`src/hw/rtl/form_param_stream_parser_assert.svh`:
```
// Assertion macros shared by the form parameter stream parser RTL.
`ifndef FORM_PARAM_STREAM_PARSER_ASSERT_SVH
`define FORM_PARAM_STREAM_PARSER_ASSERT_SVH

// Same-cycle implication, checked outside reset.
`define FPSP_ASSERT_NOW(label, clk, rst_n, ante, cons) \
    label: assert property (@(posedge clk) disable iff (!rst_n) (ante) |-> (cons)) \
        else $error("fpsp assertion failed");

// Next-cycle implication, checked outside reset.
`define FPSP_ASSERT_NEXT(label, clk, rst_n, ante, cons) \
    label: assert property (@(posedge clk) disable iff (!rst_n) (ante) |=> (cons)) \
        else $error("fpsp assertion failed");

`endif

```
`src/hw/rtl/fpsp_pkg.sv`:
```
// Shared types, character constants and helpers of the form parameter stream parser.
package fpsp_pkg;

    localparam int unsigned CFG_ADDR_W = 3;

    // Register index, taken from paddr[2]
    localparam logic REG_PAIR_DELIMITER = 1'b0;

    localparam logic [7:0] DELIM_RESET = 8'h26;   // '&'
    localparam logic [7:0] CH_PLUS     = 8'h2B;   // '+'
    localparam logic [7:0] CH_PERCENT  = 8'h25;   // '%'
    localparam logic [7:0] CH_EQUAL    = 8'h3D;   // '='
    localparam logic [7:0] CH_SPACE    = 8'h20;   // ' '

    typedef enum logic [4:0] {
        PH_KEY  = 5'b00001,
        PH_VAL  = 5'b00010,
        PH_ESC1 = 5'b00100,
        PH_ESC2 = 5'b01000,
        PH_DEAD = 5'b10000
    } phase_t;

    // One classified input item
    typedef struct packed {
        logic [7:0] data;
        logic       eob;
        logic       is_delim;
        logic       is_equal;
        logic       is_percent;
        logic       is_plus;
        logic       is_zero;
        logic [3:0] nibble;
    } item_t;

    // One result item
    typedef struct packed {
        logic [7:0] out_byte;
        logic       byte_valid;
        logic       is_value;
        logic       pair_done;
        logic [6:0] pair_number;
        logic       over_capacity;
    } result_t;

    // Hex digit of either case; anything else reads as 0
    function automatic logic [3:0] hex_digit(input logic [7:0] b);
        logic [7:0] d;
        d = 8'd0;
        if (b >= 8'h30 && b <= 8'h39)
            d = b - 8'h30;
        else if (b >= 8'h41 && b <= 8'h46)
            d = b - 8'h37;
        else if (b >= 8'h61 && b <= 8'h66)
            d = b - 8'h57;
        return d[3:0];
    endfunction

endpackage

```
`src/hw/rtl/fpsp_fifo.sv`:
```
// Small register-based first-in first-out queue of typed entries.
module fpsp_fifo #(
    parameter type         ENTRY_T = logic [7:0],
    parameter int unsigned DEPTH   = 4
) (
    input  logic   clk,
    input  logic   rst_n,
    input  logic   wr_en,
    input  ENTRY_T wr_data,
    output logic   full,
    input  logic   rd_en,
    output ENTRY_T rd_data,
    output logic   empty
);

    localparam int unsigned AW = $clog2(DEPTH);

    ENTRY_T          mem [DEPTH];
    logic [AW-1:0]   wr_ptr_reg, wr_ptr_next;
    logic [AW-1:0]   rd_ptr_reg, rd_ptr_next;
    logic [AW:0]     count_reg, count_next;
    logic            do_wr, do_rd;

    assign full    = (count_reg == (AW+1)'(DEPTH));
    assign empty   = (count_reg == '0);
    assign do_wr   = wr_en && !full;
    assign do_rd   = rd_en && !empty;
    assign rd_data = mem[rd_ptr_reg];

    always_comb
    begin
        wr_ptr_next = do_wr ? wr_ptr_reg + 1'b1 : wr_ptr_reg;
        rd_ptr_next = do_rd ? rd_ptr_reg + 1'b1 : rd_ptr_reg;
        count_next  = count_reg;
        if (do_wr && !do_rd)
            count_next = count_reg + 1'b1;
        else if (do_rd && !do_wr)
            count_next = count_reg - 1'b1;
    end

    always_ff @(posedge clk or negedge rst_n)
    begin
        if (!rst_n)
        begin
            wr_ptr_reg <= '0;
            rd_ptr_reg <= '0;
            count_reg  <= '0;
        end
        else
        begin
            wr_ptr_reg <= wr_ptr_next;
            rd_ptr_reg <= rd_ptr_next;
            count_reg  <= count_next;
        end
    end

    always_ff @(posedge clk)
    begin
        if (do_wr)
            mem[wr_ptr_reg] <= wr_data;
    end

endmodule

```
`src/hw/rtl/fpsp_front.sv`:
```
// Front part: classifies each raw byte against the delimiter and special characters.
module fpsp_front (
    input  logic [7:0]          in_byte,
    input  logic                end_of_buffer,
    input  logic [7:0]          pair_delimiter,
    output fpsp_pkg::item_t     item
);

    always_comb
    begin
        item.data       = in_byte;
        item.eob        = end_of_buffer;
        item.is_delim   = (in_byte == pair_delimiter);
        item.is_equal   = (in_byte == fpsp_pkg::CH_EQUAL);
        item.is_percent = (in_byte == fpsp_pkg::CH_PERCENT);
        item.is_plus    = (in_byte == fpsp_pkg::CH_PLUS);
        item.is_zero    = (in_byte == 8'd0);
        item.nibble     = fpsp_pkg::hex_digit(in_byte);
    end

endmodule

```
`src/hw/rtl/fpsp_back.sv`:
```
// Back: pair splitting and value decoding FSM, one item per cycle unless stalled.
module fpsp_back #(
    parameter int unsigned PAIR_CAPACITY = 64
) (
    input  logic                clk,
    input  logic                rst_n,
    input  fpsp_pkg::item_t     item,
    input  logic                item_avail,
    output logic                item_take,
    output fpsp_pkg::result_t   res,
    output logic                res_push,
    input  logic                res_full
);

    localparam int unsigned CNT_W = $clog2(PAIR_CAPACITY + 1);

    fpsp_pkg::phase_t   phase_reg, phase_next;
    logic               has_reg, has_next;
    logic [3:0]         hi_reg, hi_next;
    logic [CNT_W-1:0]   seen_reg, seen_next;
    logic [CNT_W+6:0]   seen_ext;
    logic [7:0]         decoded;
    logic               below_cap;
    logic               emit;

    assign below_cap = (seen_reg < CNT_W'(PAIR_CAPACITY));
    assign seen_ext  = {7'd0, seen_reg};
    assign decoded   = {hi_reg, item.nibble};

    always_comb
    begin
        phase_next        = phase_reg;
        has_next          = has_reg;
        hi_next           = hi_reg;
        seen_next         = seen_reg;
        res.out_byte      = 8'd0;
        res.byte_valid    = 1'b0;
        res.is_value      = 1'b0;
        res.pair_done     = 1'b0;
        res.pair_number   = seen_ext[6:0];
        res.over_capacity = !below_cap;

        if (!item.is_delim)
        begin
            has_next = 1'b1;
            unique case (phase_reg)
                fpsp_pkg::PH_KEY:
                begin
                    if (item.is_equal)
                        phase_next = fpsp_pkg::PH_VAL;
                    else
                    begin
                        res.out_byte   = item.data;
                        res.byte_valid = 1'b1;
                    end
                end
                fpsp_pkg::PH_VAL:
                begin
                    priority if (item.is_zero)
                        phase_next = fpsp_pkg::PH_DEAD;
                    else if (item.is_percent)
                        phase_next = fpsp_pkg::PH_ESC1;
                    else
                    begin
                        res.out_byte   = item.is_plus ? fpsp_pkg::CH_SPACE : item.data;
                        res.byte_valid = 1'b1;
                        res.is_value   = 1'b1;
                    end
                end
                fpsp_pkg::PH_ESC1:
                begin
                    if (item.is_zero)
                        phase_next = fpsp_pkg::PH_DEAD;
                    else
                    begin
                        hi_next    = item.nibble;
                        phase_next = fpsp_pkg::PH_ESC2;
                    end
                end
                fpsp_pkg::PH_ESC2:
                begin
                    // A decoded zero ends the value like a string terminator
                    if (item.is_zero || decoded == 8'd0)
                        phase_next = fpsp_pkg::PH_DEAD;
                    else
                    begin
                        res.out_byte   = decoded;
                        res.byte_valid = 1'b1;
                        res.is_value   = 1'b1;
                        phase_next     = fpsp_pkg::PH_VAL;
                    end
                end
                fpsp_pkg::PH_DEAD:
                    phase_next = fpsp_pkg::PH_DEAD;
                default:
                    phase_next = fpsp_pkg::PH_KEY;
            endcase
        end

        if (item.is_delim || item.eob)
        begin
            res.pair_done = has_next;
            if (has_next && below_cap)
                seen_next = seen_reg + 1'b1;
            phase_next = fpsp_pkg::PH_KEY;
            has_next   = 1'b0;
            hi_next    = 4'd0;
        end
    end

    // Items with no result retire even while the result queue is full
    assign emit      = res.byte_valid || res.pair_done;
    assign item_take = item_avail && (!emit || !res_full);
    assign res_push  = item_take && emit;

    always_ff @(posedge clk or negedge rst_n)
    begin
        if (!rst_n)
        begin
            phase_reg <= fpsp_pkg::PH_KEY;
            has_reg   <= 1'b0;
            hi_reg    <= 4'd0;
            seen_reg  <= '0;
        end
        else if (item_take)
        begin
            phase_reg <= phase_next;
            has_reg   <= has_next;
            hi_reg    <= hi_next;
            seen_reg  <= seen_next;
        end
    end

endmodule

```
`src/hw/rtl/form_param_stream_parser.sv`:
```
// Top level of the form parameter stream parser: config register, queues, front and back.
//
//  channel   direction  handshake          payload
//  ------------------------------------------------------------------------------
//  input     in         push / full        in_byte, end_of_buffer
//  result    out        pop / empty        out_byte, byte_valid, is_value,
//                                          pair_done, pair_number, over_capacity
//  config    in         psel/penable/...   paddr, pwdata, prdata (pair_delimiter)
//
//  One item per cycle sustained unless a full result queue stalls a result: the back
//  state machine retires one classified item each cycle. A byte goes through the
//  middle queue and the back state machine into the result queue and its ports.
//  rst_n clears the queues, the state machine and the pair count, and loads '&'
//  as the delimiter; there is no clearing pass.
//  A full result queue stalls only items that make a result; the middle queue
//  absorbs it, and full rises once that queue is full.
`include "form_param_stream_parser_assert.svh"

module form_param_stream_parser #(
    parameter int unsigned PAIR_CAPACITY = 64
) (
    input  logic                            clk,
    input  logic                            rst_n,
    // input item queue side
    input  logic                            push,
    output logic                            full,
    input  logic [7:0]                      in_byte,
    input  logic                            end_of_buffer,
    // result queue side
    input  logic                            pop,
    output logic                            empty,
    output logic [7:0]                      out_byte,
    output logic                            byte_valid,
    output logic                            is_value,
    output logic                            pair_done,
    output logic [6:0]                      pair_number,
    output logic                            over_capacity,
    // configuration port
    input  logic                            psel,
    input  logic                            penable,
    input  logic                            pwrite,
    input  logic [fpsp_pkg::CFG_ADDR_W-1:0] paddr,
    input  logic [31:0]                     pwdata,
    output logic [31:0]                     prdata,
    output logic                            pready
);

    localparam int unsigned MID_DEPTH = 4;
    localparam int unsigned OUT_DEPTH = 2;
    localparam logic [6:0]  CAP_LOW7  = 7'(PAIR_CAPACITY);

    logic [7:0]         delim_reg;
    logic               cfg_wr;

    fpsp_pkg::item_t    front_item;
    fpsp_pkg::item_t    mid_item;
    logic               mid_empty;
    logic               back_take;

    fpsp_pkg::result_t  back_res;
    fpsp_pkg::result_t  out_res;
    logic               back_push;
    logic               out_full;

    // Config register: written at the access phase, read back any time
    assign pready = 1'b1;
    assign cfg_wr = psel && penable && pwrite && pready
                    && (paddr[2] == fpsp_pkg::REG_PAIR_DELIMITER);
    assign prdata = (paddr[2] == fpsp_pkg::REG_PAIR_DELIMITER) ? {24'd0, delim_reg} : 32'd0;

    always_ff @(posedge clk or negedge rst_n)
    begin
        if (!rst_n)
            delim_reg <= fpsp_pkg::DELIM_RESET;
        else if (cfg_wr)
            delim_reg <= pwdata[7:0];
    end

    // Classify the incoming byte
    fpsp_front u_front (
        .in_byte        (in_byte),
        .end_of_buffer  (end_of_buffer),
        .pair_delimiter (delim_reg),
        .item           (front_item)
    );

    // Hold classified items between front and back
    fpsp_fifo #(
        .ENTRY_T (fpsp_pkg::item_t),
        .DEPTH   (MID_DEPTH)
    ) u_mid_q (
        .clk     (clk),
        .rst_n   (rst_n),
        .wr_en   (push),
        .wr_data (front_item),
        .full    (full),
        .rd_en   (back_take),
        .rd_data (mid_item),
        .empty   (mid_empty)
    );

    // Advance the pair state machine
    fpsp_back #(
        .PAIR_CAPACITY (PAIR_CAPACITY)
    ) u_back (
        .clk        (clk),
        .rst_n      (rst_n),
        .item       (mid_item),
        .item_avail (!mid_empty),
        .item_take  (back_take),
        .res        (back_res),
        .res_push   (back_push),
        .res_full   (out_full)
    );

    // Park results until the consumer pops them
    fpsp_fifo #(
        .ENTRY_T (fpsp_pkg::result_t),
        .DEPTH   (OUT_DEPTH)
    ) u_out_q (
        .clk     (clk),
        .rst_n   (rst_n),
        .wr_en   (back_push),
        .wr_data (back_res),
        .full    (out_full),
        .rd_en   (pop),
        .rd_data (out_res),
        .empty   (empty)
    );

    assign out_byte      = out_res.out_byte;
    assign byte_valid    = out_res.byte_valid;
    assign is_value      = out_res.is_value;
    assign pair_done     = out_res.pair_done;
    assign pair_number   = out_res.pair_number;
    assign over_capacity = out_res.over_capacity;

    // A waiting result always carries a character or a pair close
    `FPSP_ASSERT_NOW(a_result_nonempty, clk, rst_n, !empty, byte_valid || pair_done)
    // Past capacity the pair index is pinned at the capacity
    `FPSP_ASSERT_NOW(a_over_pins_number, clk, rst_n, !empty && over_capacity, pair_number == CAP_LOW7)
    // The back never pushes a result into a full result queue, and pushes only with an item waiting
    `FPSP_ASSERT_NOW(a_no_push_on_full, clk, rst_n, back_push, !out_full && !mid_empty)
    // Once the queue fills, a result is waiting the next cycle
    `FPSP_ASSERT_NEXT(a_full_then_waiting, clk, rst_n, out_full && !pop, !empty)

endmodule
```
`config.mk`:
```
export PLATFORM = sky130hd
export DESIGN_NAME = form_param_stream_parser
export DESIGN_NICKNAME = d
export VERILOG_FILES = /design/src/hw/rtl/fpsp_pkg.sv /design/src/hw/rtl/fpsp_fifo.sv /design/src/hw/rtl/fpsp_front.sv /design/src/hw/rtl/fpsp_back.sv /design/src/hw/rtl/form_param_stream_parser.sv
export VERILOG_INCLUDE_DIRS = /design/src /design/src/hw/rtl
export SDC_FILE = /design/constraint.sdc
export NUM_CORES = 1
export LEC_CHECK = 0
export BUFFER_PORTS_ARGS = -buffer_cell sky130_fd_sc_hd__buf_2
export CORE_ASPECT_RATIO = 1.25
export CORE_MARGIN = 2
export CORE_UTILIZATION = 45
export CTS_CLUSTER_DIAMETER = 200
export DETAILED_ROUTE_END_ITERATION = 8
export GPL_TIMING_DRIVEN = 0
export MAX_ROUTING_LAYER = met4
export PLACE_DENSITY = 0.76
export SLEW_MARGIN = 20
export SYNTH_ARGS = -nofsm -noshare
export SYNTH_HDL_FRONTEND = slang
export SYNTH_SLANG_ARGS = --single-unit
```
`constraint.sdc`:
```
create_clock -name clk -period 9.55 [get_ports clk]
set_input_delay 1.4325 -clock clk [delete_from_list [all_inputs] [get_ports clk]]
set_output_delay 1.4325 -clock clk [all_outputs]
set_load 0.02 [all_outputs]
```
==> results.txt <==
- The number of global-route vias before repair is 3914.
- Time the final worst path needs with I/O delays and setup: 3.69 ns
- Transition time of the tightest slew-check pin: 0.989 ns
- Die H: 139 um
* CP Capture Type: output pin
* Final period util: 38.6%
* Largest vdd supply drop: 277 uV
* Clock Pin Slew Worst Setup and Hold Paths: 0.06 ns
* Detailed-route wire length: 11700 um
- Clock tree synthesis inserted a total of 17 buffers.
- Deepest level of the CTS H-tree: 4
* Data required time at the worst endpoint: 8.12 ns
- The global routing stage identified its most utilized layer as met2.
* Row count: 49
- The register with the most flip-flops in the layout has 72 of them.
* Die X-Extent: 112 um
- From synthesis to final layout, the design area changed by 18.2%.
* Number of sinks on the clock net: 144
- Before antenna repair, the detailed router went through 4 iterations.
* Power density of the placed cells: 344 mW/mm^2
* Fraction of final layout cells with drive strength greater than 1: 33.3%
* Number of stages on the worst hold path: 1
- Cells fill 54.0% of the core in the end.
* Sum of negative setup slack: 0 ns
- In the routed design, unresolved DRC markers number 0.
- Once detail routing completed, the nets flagged for antenna violations numbered 0.
- For met2 alone, demand over resource in global routing was 29.3%.
- Total Nets Final: 589
* Setup-failing EPs final: 0
* Post-synth cell types: 65
* Maximum root-to-sink buffer count: 2
- Post-CTS Setup Repair Bufs: 0
* GRT overflow: 0
- The Yosys step of the flow raised 0 warnings.
- Met3 Track Usage GR: 3.45%
- The average instance in the mapped netlist occupies 15.3 um^2.
- Across the run, the number of max-cap violations was 0.
- The initial antenna violation count is 0.
* Kind of start point of the critical path: register
* Min-delay worst type: register to register
- The synthesized design contains 108 enable-type register cells.
- STA puts the critical path data arrival time at 2.26 ns.
- Cell count of the worst reg-to-reg path: 6
- Detailed placement finished with a half-perimeter wire length of 8170 um.
- DR vias/cell: 5.19
- In this run, post-CTS hold repair placed 0 buffers.
- Max Slew Vio Count: 0
* Critical path type: register to output pin
* Worst-Skew Late Latency: 0.42 ns
- Count of mapped cells out of synthesis: 429
- Clock tree synthesis selected as its root buffer the cell clkbuf_16.
- In this run the static leakage power is 0.00307 uW.
- The flow ran to the end, and the final reports show no timing, DRC or antenna violations.
* Skew final: 0.00974 ns
- The setup check on the worst reg-to-reg path leaves a slack of 6.20 ns.
* Ports: 105
- Terminating pin of the worst hold path: u_mid_q.count_reg[2]$_DFFE_PN0P_
- In this run the critical register-to-register path is captured at u_out_q.mem[1][13]$_DFFE_PP_.
- Sequential cells were found to cover 63.3% of the synthesized design area.
- For this run, global-route usage on met1 was measured as 18.4%.
* First-pass GRT wire length: 19500 um
- The floorplan step defined a core boundary enclosing 0.0143 mm^2.
- The most used flip-flop cell after synthesis is edfxtp_1.
- Post-synth design cell area: 0.00656 mm^2
- Weighted congestion reported at the end of routability-driven placement: 0.846
* DR iter-0 viols: 274
- The total count of hold-check failures in the final report came to 0.
- Once the clock tree was built, the resizer swapped 0 gates to a different size.
- Across all layers, the routed design uses 3714 vias.
- Launch point of the worst reg-to-reg path: u_mid_q.rd_ptr_reg[0]$_DFFE_PN0P_
- The repair_antennas step left the layout with diodes totalling 0.
- The worst pin sits at a relative slew slack of 34.1%.
- Buffers placed on the I/O ports in this run total 53.
- Async S/R FF share, synth: 25.0%
* Achievable clock frequency: 0.271 GHz
* WL/cell: 16.4 um
- TritonCTS built the clock tree.
* Tot GR Track Use: 16.5%
- Number of storage elements in the synthesis netlist: 144
- Initial standard-cell utilization of the core: 45.7%
- The floorplan step defined a die boundary enclosing 0.0156 mm^2.
* Pin count of the biggest net entering global routing: 37
- Maximum fanout along the worst path: 10
- Startpoint of the tightest hold check path: u_mid_q.count_reg[2]$_DFFE_PN0P_
- Setup repair after global routing left no endpoint under its margin.
-- how the worst max path moves through the flow --
stage                                           start                      endpoint  slack [ns]  cells past startpoint
global route           u_out_q.rd_ptr_reg$_DFFE_PN0P_                   out_byte[6]        5.70                      4
CTS                    u_out_q.rd_ptr_reg$_DFFE_PN0P_                   out_byte[3]        5.77                      4
floorplan           u_mid_q.rd_ptr_reg[0]$_DFFE_PN0P_  u_out_q.mem[0][10]$_DFFE_PP_        6.29                      7
finish                 u_out_q.rd_ptr_reg$_DFFE_PN0P_                   out_byte[3]        5.86                      4
global placement    u_mid_q.rd_ptr_reg[0]$_DFFE_PN0P_  u_out_q.mem[0][12]$_DFFE_PP_        5.71                      6
detailed placement  u_mid_q.rd_ptr_reg[0]$_DFFE_PN0P_  u_out_q.mem[1][11]$_DFFE_PP_        6.19                      6
-- report_power, final --
part,switching [uW],leakage (uW),internal (uW)
combinational,587,0.00129,399
clock,261,0.000286,415
sequential,77.8,0.00149,928
-- critical path: stages (launching register included) --
cell and delay (ns):
dfrtp_1 0.32, clkbuf_1 0.42, clkbuf_1 0.52, mux2_2 0.42
buf_2 0.16
-- placed cells by master, fill, tap and decap left out, drive strengths merged, types with 11 or more instances in the layout --
cell and n:
nand2 15, nor2b 11, edfxtp 108, ha 12, inv 20, clkbuf 28, buf 84, nor2 23
dfrtp 32, mux4 18, conb 25, xnor2 18, mux2 30
-- cells in the mapped netlist, drive strengths merged (2+ instances only) --
cell type | instances | area, um^2
o21bai | 2 | 15.0
inv | 14 | 52.6
a21oi | 5 | 28.8
nor4 | 3 | 33.8
mux2 | 30 | 342
nand4 | 4 | 25.0
or4 | 4 | 33.8
edfxtp | 108 | 3240
nand3 | 4 | 20.0
clkbuf | 10 | 37.5
dfstp | 4 | 105
and2 | 5 | 31.3
dfrtp | 32 | 801
nand2b | 5 | 38.8
nor2 | 23 | 88.8
a22oi | 8 | 60.1
a22o | 7 | 63.8
ha | 12 | 150
buf | 30 | 220
a31oi | 4 | 25.0
and3 | 2 | 12.5
xnor2 | 18 | 165
mux4 | 18 | 409
nor3 | 6 | 41.3
xor2 | 9 | 78.8
nor4b | 2 | 17.5
o21ai | 7 | 38.8
nor2b | 11 | 68.8
a211oi | 2 | 27.5
nand2 | 15 | 58.8
nor3b | 4 | 30.0
or3 | 3 | 18.8
conb | 2 | 7.51
-- kinds of logic after synthesis --
| logic type | Yosys count | synth area share, % |
|---|---|---|
| adders and majority gates | 13 | 2.59 |
| other | 2 | 0.115 |
| DFF | 144 | 63.3 |
| AOI/OAI and AO/OA | 47 | 5.76 |
| muxes | 49 | 11.6 |
| buffers and inverters | 54 | 4.73 |
| xor gates and xnor gates | 27 | 3.72 |
| and+or+nand+nor | 93 | 8.20 |
-- final cells by class --
type	instances	area [um^2]
fillers	1181	6590
flip-flops and latches	144	4150
multi-input cells	254	2190
clock buffers	18	429
repair buffers	54	277
plain buffers	40	258
well taps	178	223
clock inverters	14	178
inverters	14	52.6
-- per-layer routing --
layer  vias up  part of all wire (%)  routed length (um)
met4         0                   1.8                 207
met3        19                   4.6                 536
li1       1756                     -                   -
met5         -                     0                   0
met2       123                    54                6340
met1      1816                    40                4660
-- through the flow --
step	setup slack [ns]	area (um^2)	hold WS, ns	cells	total power [uW]
after floorplan	6.29	6640	0.455	452	1740
after global placement	5.71	7130	0.472	683	1950
after detailed placement	6.19	7150	0.499	684	2010
after CTS	5.77	7750	0.507	716	2690
after global routing	5.70	7750	0.524	716	2820
final	5.86	7750	0.509	716	2670
(Power assumes the default switching activity.)
